**src/rtl/frls_pkg.sv**
```systemverilog
`timescale 1ns / 1ps
// ----------------------------------------------------------------------------
// Flash record log scanner package
// Shared constants, result codes and result item types.
// ----------------------------------------------------------------------------
package frls_pkg;

	localparam int SECTOR_BYTES_DEF = 4096;
	localparam int OUT_W            = 13;
	localparam int HDR_BYTES        = 4;
	localparam int MIN_KEY          = 2;
	localparam logic [31:0] END_WORD = 32'hFFFF_FFFF;
	localparam int QDEPTH           = 4;
	localparam int TDATA_W          = 56;

	typedef enum logic [1:0] {
		KIND_RECORD  = 2'd0,
		KIND_END     = 2'd1,
		KIND_CORRUPT = 2'd2
	} kind_t;

	typedef struct packed {
		kind_t              kind;
		logic [OUT_W-1:0]   record_offset;
		logic [OUT_W-1:0]   key_length;
		logic [OUT_W-1:0]   value_length;
		logic               removed;
		logic [OUT_W-1:0]   free_bytes;
		logic               last;
	} res_t;

	typedef struct packed {
		logic v0;
		res_t r0;
		logic v1;
		res_t r1;
	} push_t;

endpackage

```
**src/rtl/frls_parse.sv**
```systemverilog
`timescale 1ns / 1ps
// ----------------------------------------------------------------------------
// Record parser
// Holds the scan state and turns one sector byte into up to two result items.
// ----------------------------------------------------------------------------
module frls_parse #(
	parameter int SECTOR_BYTES = frls_pkg::SECTOR_BYTES_DEF
) (
	input  logic             clk,
	input  logic             arst_n,
	input  logic             en,
	input  logic [7:0]       data_byte,
	input  logic             first,
	input  logic             big_endian,
	output frls_pkg::push_t  push
);
	import frls_pkg::*;

	localparam int POS_W = $clog2(SECTOR_BYTES + 1);
	localparam logic [31:0] SECT32 = 32'(SECTOR_BYTES);

	typedef enum logic [1:0] {PH_HEADER, PH_BODY, PH_STOP} phase_t;

	phase_t             phase_q, phase, phase_n;
	logic [POS_W-1:0]   pos_q, pos, pos_n;
	logic [POS_W-1:0]   rec_q, rec, rec_n;
	logic [31:0]        size_q, size, size_n;
	logic [1:0]         hdr_q, hdr, hdr_n;
	logic [POS_W-1:0]   key_q, key, key_n;
	logic               done_q, done, done_n;
	logic [31:0]        pos32, rec32, nrec32, vlen;

	function automatic res_t mk_res(kind_t k, logic [31:0] off, logic [31:0] klen,
			logic [31:0] vl, logic emp, logic [31:0] fr);
		res_t r;
		r.kind          = k;
		r.record_offset = off[OUT_W-1:0];
		r.key_length    = klen[OUT_W-1:0];
		r.value_length  = vl[OUT_W-1:0];
		r.removed       = emp;
		r.free_bytes    = fr[OUT_W-1:0];
		r.last          = 1'b0;
		return r;
	endfunction

	always_comb begin
		phase = first ? PH_HEADER : phase_q;
		pos   = first ? '0 : pos_q;
		rec   = first ? '0 : rec_q;
		size  = first ? '0 : size_q;
		hdr   = first ? '0 : hdr_q;
		key   = first ? '0 : key_q;
		done  = first ? 1'b0 : done_q;

		phase_n = phase;
		pos_n   = pos;
		rec_n   = rec;
		size_n  = size;
		hdr_n   = hdr;
		key_n   = key;
		done_n  = done;

		pos32  = 32'(pos);
		rec32  = 32'(rec);
		nrec32 = pos32 + 32'd1;
		vlen   = '0;
		push   = '0;

		if (phase == PH_STOP || pos32 >= SECT32) begin
			phase_n = PH_STOP;
		end else begin
			pos_n = pos + POS_W'(1);
			if (phase == PH_HEADER) begin
				if (hdr == 2'd0 && pos32 + 32'(HDR_BYTES) > SECT32) begin
					phase_n = PH_STOP;
					push.v0 = 1'b1;
					push.r0 = mk_res(KIND_CORRUPT, rec32, '0, '0, 1'b0, SECT32 - rec32);
				end else begin
					if (big_endian)
						size_n = ((hdr == 2'd0) ? 32'd0 : size) << 8 | 32'(data_byte);
					else
						size_n = ((hdr == 2'd0) ? 32'd0 : size)
							| (32'(data_byte) << {hdr, 3'b000});
					hdr_n = hdr + 2'd1;
					if (hdr == 2'd3) begin
						if (size_n == END_WORD) begin
							phase_n = PH_STOP;
							push.v0 = 1'b1;
							push.r0 = mk_res(KIND_END, rec32, '0, '0, 1'b0, SECT32 - rec32);
						end else if (rec32 + 32'(HDR_BYTES + MIN_KEY) > SECT32
								|| size_n > SECT32 - rec32
								|| size_n <= 32'(HDR_BYTES)) begin
							phase_n = PH_STOP;
							push.v0 = 1'b1;
							push.r0 = mk_res(KIND_CORRUPT, rec32, '0, '0, 1'b0,
								SECT32 - rec32);
						end else begin
							phase_n = PH_BODY;
							key_n   = '0;
							done_n  = 1'b0;
						end
					end
				end
			end else begin
				if (!done) begin
					key_n  = key + POS_W'(1);
					done_n = (data_byte == 8'd0);
				end
				if (pos32 - rec32 + 32'd1 == size) begin
					if (!done_n) begin
						phase_n = PH_STOP;
						push.v0 = 1'b1;
						push.r0 = mk_res(KIND_CORRUPT, rec32, '0, '0, 1'b0, SECT32 - rec32);
					end else begin
						vlen    = size - 32'(HDR_BYTES) - 32'(key_n);
						push.v0 = 1'b1;
						push.r0 = mk_res(KIND_RECORD, rec32, 32'(key_n), vlen,
							vlen == 32'd0, '0);
						rec_n   = pos + POS_W'(1);
						phase_n = PH_HEADER;
						hdr_n   = 2'd0;
						if (nrec32 >= SECT32) begin
							phase_n = PH_STOP;
							push.v1 = 1'b1;
							push.r1 = mk_res(KIND_END, nrec32, '0, '0, 1'b0,
								SECT32 - nrec32);
						end
					end
				end
			end
		end

		if (push.v1)
			push.r1.last = 1'b1;
		else
			push.r0.last = push.v0;

		if (!en)
			push = '0;
	end

	always_ff @(posedge clk or negedge arst_n) begin
		if (!arst_n) begin
			phase_q <= PH_HEADER;
			pos_q   <= '0;
			rec_q   <= '0;
			size_q  <= '0;
			hdr_q   <= '0;
			key_q   <= '0;
			done_q  <= 1'b0;
		end else if (en) begin
			phase_q <= phase_n;
			pos_q   <= pos_n;
			rec_q   <= rec_n;
			size_q  <= size_n;
			hdr_q   <= hdr_n;
			key_q   <= key_n;
			done_q  <= done_n;
		end
	end

endmodule

```
**src/rtl/frls_queue.sv**
```systemverilog
`timescale 1ns / 1ps
// ----------------------------------------------------------------------------
// Result queue
// Small register queue taking up to two result items a cycle, one out.
// ----------------------------------------------------------------------------
module frls_queue (
	input  logic             clk,
	input  logic             arst_n,
	input  frls_pkg::push_t  push,
	output logic             room,
	output logic             out_valid,
	input  logic             out_ready,
	output frls_pkg::res_t   out_item
);
	import frls_pkg::*;

	localparam int PTR_W = $clog2(QDEPTH);
	localparam int CNT_W = $clog2(QDEPTH + 1);

	res_t               mem_q [QDEPTH];
	logic [PTR_W-1:0]   wr_q, rd_q;
	logic [CNT_W-1:0]   cnt_q;
	logic [1:0]         n_push;
	logic               pop;

	assign n_push    = {1'b0, push.v0} + {1'b0, push.v1};
	assign out_valid = (cnt_q != '0);
	assign pop       = out_valid && out_ready;
	assign out_item  = mem_q[rd_q];
	assign room      = (cnt_q <= CNT_W'(QDEPTH - 2));

	always_ff @(posedge clk) begin
		if (push.v0)
			mem_q[wr_q] <= push.r0;
		if (push.v1)
			mem_q[wr_q + PTR_W'(1)] <= push.r1;
	end

	always_ff @(posedge clk or negedge arst_n) begin
		if (!arst_n) begin
			wr_q  <= '0;
			rd_q  <= '0;
			cnt_q <= '0;
		end else begin
			wr_q  <= wr_q + PTR_W'(n_push);
			rd_q  <= rd_q + PTR_W'(pop);
			cnt_q <= cnt_q + CNT_W'(n_push) - CNT_W'(pop);
		end
	end

endmodule

```
**src/rtl/flash_record_log_scanner.sv**
```systemverilog
`timescale 1ns / 1ps
// A byte is parsed from the input register; its items are queued, then offered.
// Throughput: one byte per cycle; results leave at one item per cycle while
// m_axis_tready is high, through a four-entry result queue, and a byte is held
// in the input register while that queue lacks room for two items.
// Reset: asynchronous, active low; scan restarts at offset 0, big_endian is 1.
// ----------------------------------------------------------------------------
// Flash record log scanner
// Parses a flash sector byte stream as key-value records, reports each, and
// reports the end word or corruption that stops the scan.
module flash_record_log_scanner #(
	parameter int SECTOR_BYTES = frls_pkg::SECTOR_BYTES_DEF
) (
	input  logic                          clk,
	input  logic                          arst_n,
	input  logic                          cfg_we,
	input  logic                          cfg_wdata,     // big_endian
	input  logic                          s_axis_tvalid,
	output logic                          s_axis_tready,
	input  logic [7:0]                    s_axis_tdata,  // data_byte
	input  logic                          s_axis_tuser,  // first
	output logic                          m_axis_tvalid,
	input  logic                          m_axis_tready,
	// record_offset, key_length, value_length, removed, free_bytes, zero pad
	output logic [frls_pkg::TDATA_W-1:0]  m_axis_tdata,
	output logic [1:0]                    m_axis_tuser,  // kind
	output logic                          m_axis_tlast   // last
);
	import frls_pkg::*;

	logic        big_endian_q;
	logic        valid_s1;
	logic [7:0]  byte_s1;
	logic        first_s1;
	logic        room;
	push_t       push;
	res_t        head;

	assign s_axis_tready = !valid_s1 || room;

	always_ff @(posedge clk or negedge arst_n) begin
		if (!arst_n) begin
			big_endian_q <= 1'b1;
			valid_s1     <= 1'b0;
		end else begin
			if (cfg_we)
				big_endian_q <= cfg_wdata;
			if (s_axis_tready)
				valid_s1 <= s_axis_tvalid;
		end
	end

	always_ff @(posedge clk) begin
		if (s_axis_tready && s_axis_tvalid) begin
			byte_s1  <= s_axis_tdata;
			first_s1 <= s_axis_tuser;
		end
	end

	frls_parse #(
		.SECTOR_BYTES(SECTOR_BYTES)
	) u_parse (
		.clk        (clk),
		.arst_n     (arst_n),
		.en         (valid_s1 && room),
		.data_byte  (byte_s1),
		.first      (first_s1),
		.big_endian (big_endian_q),
		.push       (push)
	);

	frls_queue u_queue (
		.clk       (clk),
		.arst_n    (arst_n),
		.push      (push),
		.room      (room),
		.out_valid (m_axis_tvalid),
		.out_ready (m_axis_tready),
		.out_item  (head)
	);

	assign m_axis_tdata = {3'b000, head.free_bytes, head.removed, head.value_length,
		head.key_length, head.record_offset};
	assign m_axis_tuser = head.kind;
	assign m_axis_tlast = head.last;

endmodule

```
**config.mk**
```make
export PLATFORM = sky130hd
export DESIGN_NAME = flash_record_log_scanner
export DESIGN_NICKNAME = d
export VERILOG_FILES = /design/src/rtl/frls_pkg.sv /design/src/rtl/frls_parse.sv /design/src/rtl/frls_queue.sv /design/src/rtl/flash_record_log_scanner.sv
export SDC_FILE = /design/constraint.sdc
export NUM_CORES = 1
export LEC_CHECK = 0
export BUFFER_PORTS_ARGS = -buffer_cell sky130_fd_sc_hd__buf_2
export CORE_MARGIN = 3
export CORE_UTILIZATION = 45
export CTS_CLUSTER_SIZE = 14
export DETAILED_ROUTE_END_ITERATION = 6
export PLACE_DENSITY = 0.59
export RECOVER_POWER = 50
export SYNTH_ARGS = -nofsm -noshare
export SYNTH_HDL_FRONTEND = slang
export SYNTH_SLANG_ARGS = --single-unit
```
**constraint.sdc**
```tcl
create_clock -name clk -period 16 [get_ports clk]
set_input_delay 2.4 -clock clk [delete_from_list [all_inputs] [get_ports clk]]
set_output_delay 2.4 -clock clk [all_outputs]
set_load 0.005 [all_outputs]
```
==> After elaboration in Yosys (flattened, before gate mapping) <==
Memories as Yosys holds them, arrays and structs flattened.
Index checks and enable logic that the tools add are counted.
{ "totals": {"ramBits": 224, "latch_bits": 0, "rom_bits": 0, "ff_bits": 94, "memories": 1} }
{ "classes": {"n_lt_le_gt_ge": 7, "add_sub_neg": 18, "n_bitwise": 2, "mul": 0, "n_mux": 70, "n_shift": 1, "eq_ne": 4, "n_reduce_logical": 14, "n_div": 0} }
{ "mem_list": {"columns": ["memory", "depth", "width", "read_ports", "rd_clocked_by_memory_dff", "wr", "line_no", "text"], "rows": [
  ["u_queue.mem_q", 4, 56, 1, 0, 2, "frls_queue.sv:20", "res_t mem_q [QDEPTH];"]
]} }
{ "op_table": {"columns": ["operator", "n"], "rows": [
  ["2-to-1 mux 57 bit", 8],
  ["2-to-1 mux 114 bit", 3],
  ["2-to-1 mux 32 bit", 9],
  ["2-to-1 mux 13 bit", 17],
  ["greater-than comparator 32 x 13 -> 1 bit (second input constant)", 2],
  ["2-to-1 mux 56 bit", 1],
  ["adder 32 x 1 -> 32 bit (second input constant)", 1],
  ["equality test 32 bit", 1],
  ["equality test 32 bit (second input constant)", 1],
  ["greater-than comparator 32 bit", 1],
  ["<= comparator 32 x 3 -> 1 bit (second input constant)", 1],
  ["zero test 32 bit", 1],
  ["2-to-1 mux 2 bit", 16],
  ["OR 32 bit", 1],
  ["OR 32 x 8 -> 32 bit", 1],
  ["left shift 8 x 5 -> 32 bit", 1],
  ["subtractor 32 x 13 -> 32 bit", 1],
  ["subtractor 32 x 3 -> 32 bit (second input constant)", 1],
  ["adder 13 x 3 -> 14 bit (second input constant)", 2],
  ["adder 13 x 1 -> 13 bit (second input constant)", 2],
  ["2-to-1 mux 1 bit", 16],
  ["adder 13 x 1 -> 14 bit (second input constant)", 1],
  [">= comparator 14 x 13 -> 1 bit (second input constant)", 1],
  ["subtractor 13 x 13 -> 14 bit", 1],
  ["17 further kinds", 26]
]} }

==> Logic depth before layout (Yosys ltp) <==
{ "logic_depth": {"ltp_word": 22, "mapped_depth": 42} }

==> Cells and area by module <==
Synthesis repeated with hierarchy kept, for this count alone.
{ "unflattened": {"hier_cells": 1888, "hier_area_um2": 21485.6} }
{ "modules_own_cells": {"columns": ["mod", "area_per_inst_um2", "seq_area_each_um2", "cells_per_inst", "instances"], "rows": [
  ["frls_queue", 11349.6, 6901.6, 580, 1],
  ["frls_parse", 9738.1, 1901.8, 1288, 1],
  ["flash_record_log_scanner", 397.9, 321.6, 20, 1]
]} }

==> Worst setup path before layout <==
No wires, ideal clock.
{ "synth_timing": {"path_type": "register to register", "startpoint": "register first_s1", "endpoint": "register u_queue.cnt_q[2]", "path_stages_with_launch": 41, "t_arrival_ns": 9.601, "t_required_ns": 15.877, "n_path_buf": 11, "slack_ns": 6.277, "period_less_slack_ns": 9.723, "setup_time_ns": 0.123, "cell_sequence": "edfxtp_1 > buf_6 > buf_8 > buf_12 > buf_6 > buf_2 > buf_1 > buf_1 > clkbuf_1 > clkbuf_1 > buf_1 > clkbuf_1 > nor2b_1 > ha_1 > and4bb_2 > a311oi_2 > a211oi_1 > or4_1 > [... 5 more ...] > nand2b_1 > a221o_1 > nor3_2 > nand2b_1 > or4_1 > nor3_1 > nand4_1 > a2111o_1 > or4b_4 > nor3_4 > nand2_1 > nor3_1 > ha_1 > inv_1 > ha_1 > fa_1 > xor2_1 > xnor2_1"} }
{ "synth_between": {"elab_chain_len": 21, "elab_cells_between_ends": 53} }
{ "synth_rtl": {"columns": ["element", "line_no", "text"], "rows": [
  ["from (decl)", "flash_record_log_scanner.sv:34", "logic first_s1;"],
  ["from (signal assigned)", "flash_record_log_scanner.sv:56", "first_s1 <= s_axis_tuser;"],
  ["parallel branches: the longest is 16 deep, another holds greater-than comparator 32 bit", null, null],
  ["2-to-1 mux 114 bit *", "frls_parse.sv:69", "if (phase == PH_STOP || pos32 >= SECT32) begin"],
  ["2-to-1 mux 114 bit *", "frls_parse.sv:138", "if (!en)"],
  ["adder 1 x 1 -> 2 bit *", "frls_queue.sv:26", "assign n_push = {1'b0, push.v0} + {1'b0, push.v1};"],
  ["adder 3 x 2 -> 3 bit *", "frls_queue.sv:47", "cnt_q <= cnt_q + CNT_W'(n_push) - CNT_W'(pop);"],
  ["subtractor 3 x 1 -> 3 bit *", "frls_queue.sv:47", null],
  ["to (signal assigned)", "frls_queue.sv:47", null],
  ["to (decl)", "frls_queue.sv:22", "logic [CNT_W-1:0] cnt_q;"]
]} }
Mark *: on every way between the ends. The select of a mux whose other input is x is not followed.
A chain may end at the register's enable or synchronous reset.

==> flow_summary.ini <==
[timing]
setup_viol = 0
finalMaxSlewViolations = 342
slew_headroom_pct = -154.5
fmax_mhz = 80.56
tns_ps = 0
fin_crit_sh_pct = 77.58
rsz0062_at_grt = false
hold_viol_final = 0
worstMarginPinSlew_ps = 3817
finalClockSkew_ps = 17.69
layout_min_cycle_time_ps = 12410

[power_and_ir_drop]
power_density_mw_per_mm2 = 149.1
p_leak_nw = 8.681
p_total_mw = 3.367
ir_drop_mv = 0.07903

[yosys]
synth.avg_cell_area_um2 = 9.127
async_flop_share_pct = 26.73
ys_ff_latch = 318
synth-edff-count = 121
synth_cell_types = 105
yosysSeqAreaShare_pct = 38.53
synth_area_mm2 = 0.02077
synth_warnings = 0
ys.flop_type = edfxtp_1
netlist_instances = 2276

[clocking]
cts_buffers = 37
clock_sinks = 318
cts_resized = 0
clkTransAtPathRegs_ps = 60
cts_buffer_depth = 3
cts.htree.levels = 2
hold_buffers = 0
clk_latency_ps = 570
tritoncts = built
cts-root-buf = clkbuf_16
cts_setup_buffers = 0

[floorplan]
start_util_pct = 45.68
die_y_um = 220.9
io_pins = 76
rows = 78
core_mm2 = 0.04548
die_w_um = 220.9
die_area_mm2 = 0.04877

[setup_path]
endpoint_kind = flip-flop
cp.required_ps = 16230
worstPathArrival_ps = 12640
worstSetupPathType = flip-flop to flip-flop
start_kind = flip-flop
slowest_delay_ps = 2090
critPathMostFrequentCell = buf_4
critPathMaxFanout = 66
slowest_stage = clkbuf_1

[finish]
nets = 2357
layout-drive-gt1-share_pct = 10.11
finalInstanceArea_mm2 = 0.02258
layout_commonest_cell = nand2_1
area_growth_pct = 8.722
n_antenna_cell = 0
final_cell_mix = nand2_1, o21ai_0, nor2_1
fillers = 4306

[grt]
antenna_found_initial = 0
grt_pass1_wl_um = 104700
grt-ovfl-total = 0
grt_start_max_net_pins = 67
track_usage_pct = 26.88
first_global_vias = 17420

[drt]
via_per_inst = 6.316
first_pass_iters = 7
route.detailed.drc = 0
wl_per_cell_um = 23.36
drtIter0Drc = 1902
ant_nets = 0
vias = 18220
wirelength_um = 67400

[run_status]
outcome = finished with violations
violations = max-capacitance violations, max-slew violations

[placed_design]
hpwl_um = 46960
place_congestion = 0.9632
port_buffers = 72
dpl-instance-area_mm2 = 0.02147

[min_path]
hp-class = flip-flop to flip-flop

[flow_run]
drv_cap = 7
metrics by stage:
step | setup slack, ps | hold WS [ps] | instances | utilization [%]
after floorplan | 6277 | 425.2 | 2278 | -
after global placement | 6223 | 440.7 | 2818 | 47.21
after detailed placement | 6063 | 450.9 | 2818 | 47.21
after CTS | 6028 | 459.2 | 2885 | 49.88
after global routing | 2680 | 474.3 | 2885 | 49.66
final | 3587 | 456.1 | 2885 | 49.66
per-layer routing:
layer	wire, um	GRT usage, %	up-vias
met5	0	0	-
met4	2223	8.932	0
met3	5606	4.829	126
met2	30540	42.62	809
met1	29030	37.38	8910
li1	-	-	8377
cells in the mapped netlist, types with 35 or more instances:
cell type / instances / area (um^2)
o21ai_0: 148 / 740.7
ha_1: 82 / 1026
dfrtp_1: 84 / 2102
nor2b_1: 35 / 219.0
nand2b_1: 42 / 262.8
nand2_1: 289 / 1085
o22ai_1: 45 / 281.5
mux4_2: 56 / 1261
xnor2_1: 39 / 341.6
a21oi_1: 86 / 430.4
nor3_1: 67 / 335.3
or3_1: 41 / 256.5
edfxtp_1: 121 / 3633
mux2i_1: 68 / 680.7
o32ai_1: 37 / 324.1
clkbuf_1: 110 / 412.9
inv_1: 102 / 382.9
dfxtp_1: 112 / 2242
nor2_1: 147 / 551.8
nand3_1: 89 / 445.4
flip-flops by register name (all words and copies together) (netlist names):
register         count
u_parse.done_q       1
u_parse.key_q       13
u_parse.size_q      32
u_queue.mem_q      224
u_queue.rd_q         2
u_queue.wr_q         2
byte_s1              8
u_parse.hdr_q        2
u_parse.pos_q       13
first_s1             1
valid_s1             1
u_parse.phase_q      2
big_endian_q         1
u_parse.rec_q       13
u_queue.cnt_q        3
final cells by class:
class / instances / area (um^2) / area share (%)
multi-input combinational: 1686 / 11650 / 51.61
clock buffer: 51 / 1084 / 4.798
clock inverter: 16 / 130.1 / 0.5762
timing repair buffer: 109 / 563.0 / 2.493
tap: 600 / 750.7 / 3.324
sequential: 318 / 8008 / 35.46
inverter: 105 / 394.1 / 1.745
critical path, delay by kind of cell, from the launching register on:
family	cells	cell delay [ps]
compound gates	6	1880
fa+ha+maj	3	1100
buf+inv	7	4580
flops	1	350
simple gates	12	4090
cells by family after synthesis:
logic type	count (synthesis)	share of synthesized area, %
AND/OR/NAND/NOR	869	20.88
adder cells (fa/ha/maj)	87	5.325
flip-flops	318	38.53
buffers and inverters	274	5.505
AO/OA/AOI/OAI	518	16.55
multiplexers	137	10.05
XOR/XNOR	72	3.138
other	1	0.01805
power by group:
group          leakage (nW)  internal (mW)  total, mW  switching [mW]
registers              3.18          0.926       1.15           0.225
clock network         0.607          0.494      0.852           0.357
logic                  4.89          0.532       1.36           0.831
total                  8.68           1.95       3.37            1.41
path summary, 6_finish.rpt:
kind	slack, ps	cells after the start	from	to
max in group asynchronous	8890	2	arst_n	u_queue.rd_q[0]
max reg2reg	3590	28	first_s1	u_queue.mem_q[0][52]
min in group asynchronous	2230	1	arst_n	u_parse.size_q[24]
min reg2reg	460	2	u_queue.mem_q[3][22]	u_queue.mem_q[3][22]
min	460	2	u_queue.mem_q[3][22]	u_queue.mem_q[3][22]
max	3590	28	first_s1	u_queue.mem_q[0][52]
Power figures use the tool's default switching activity.
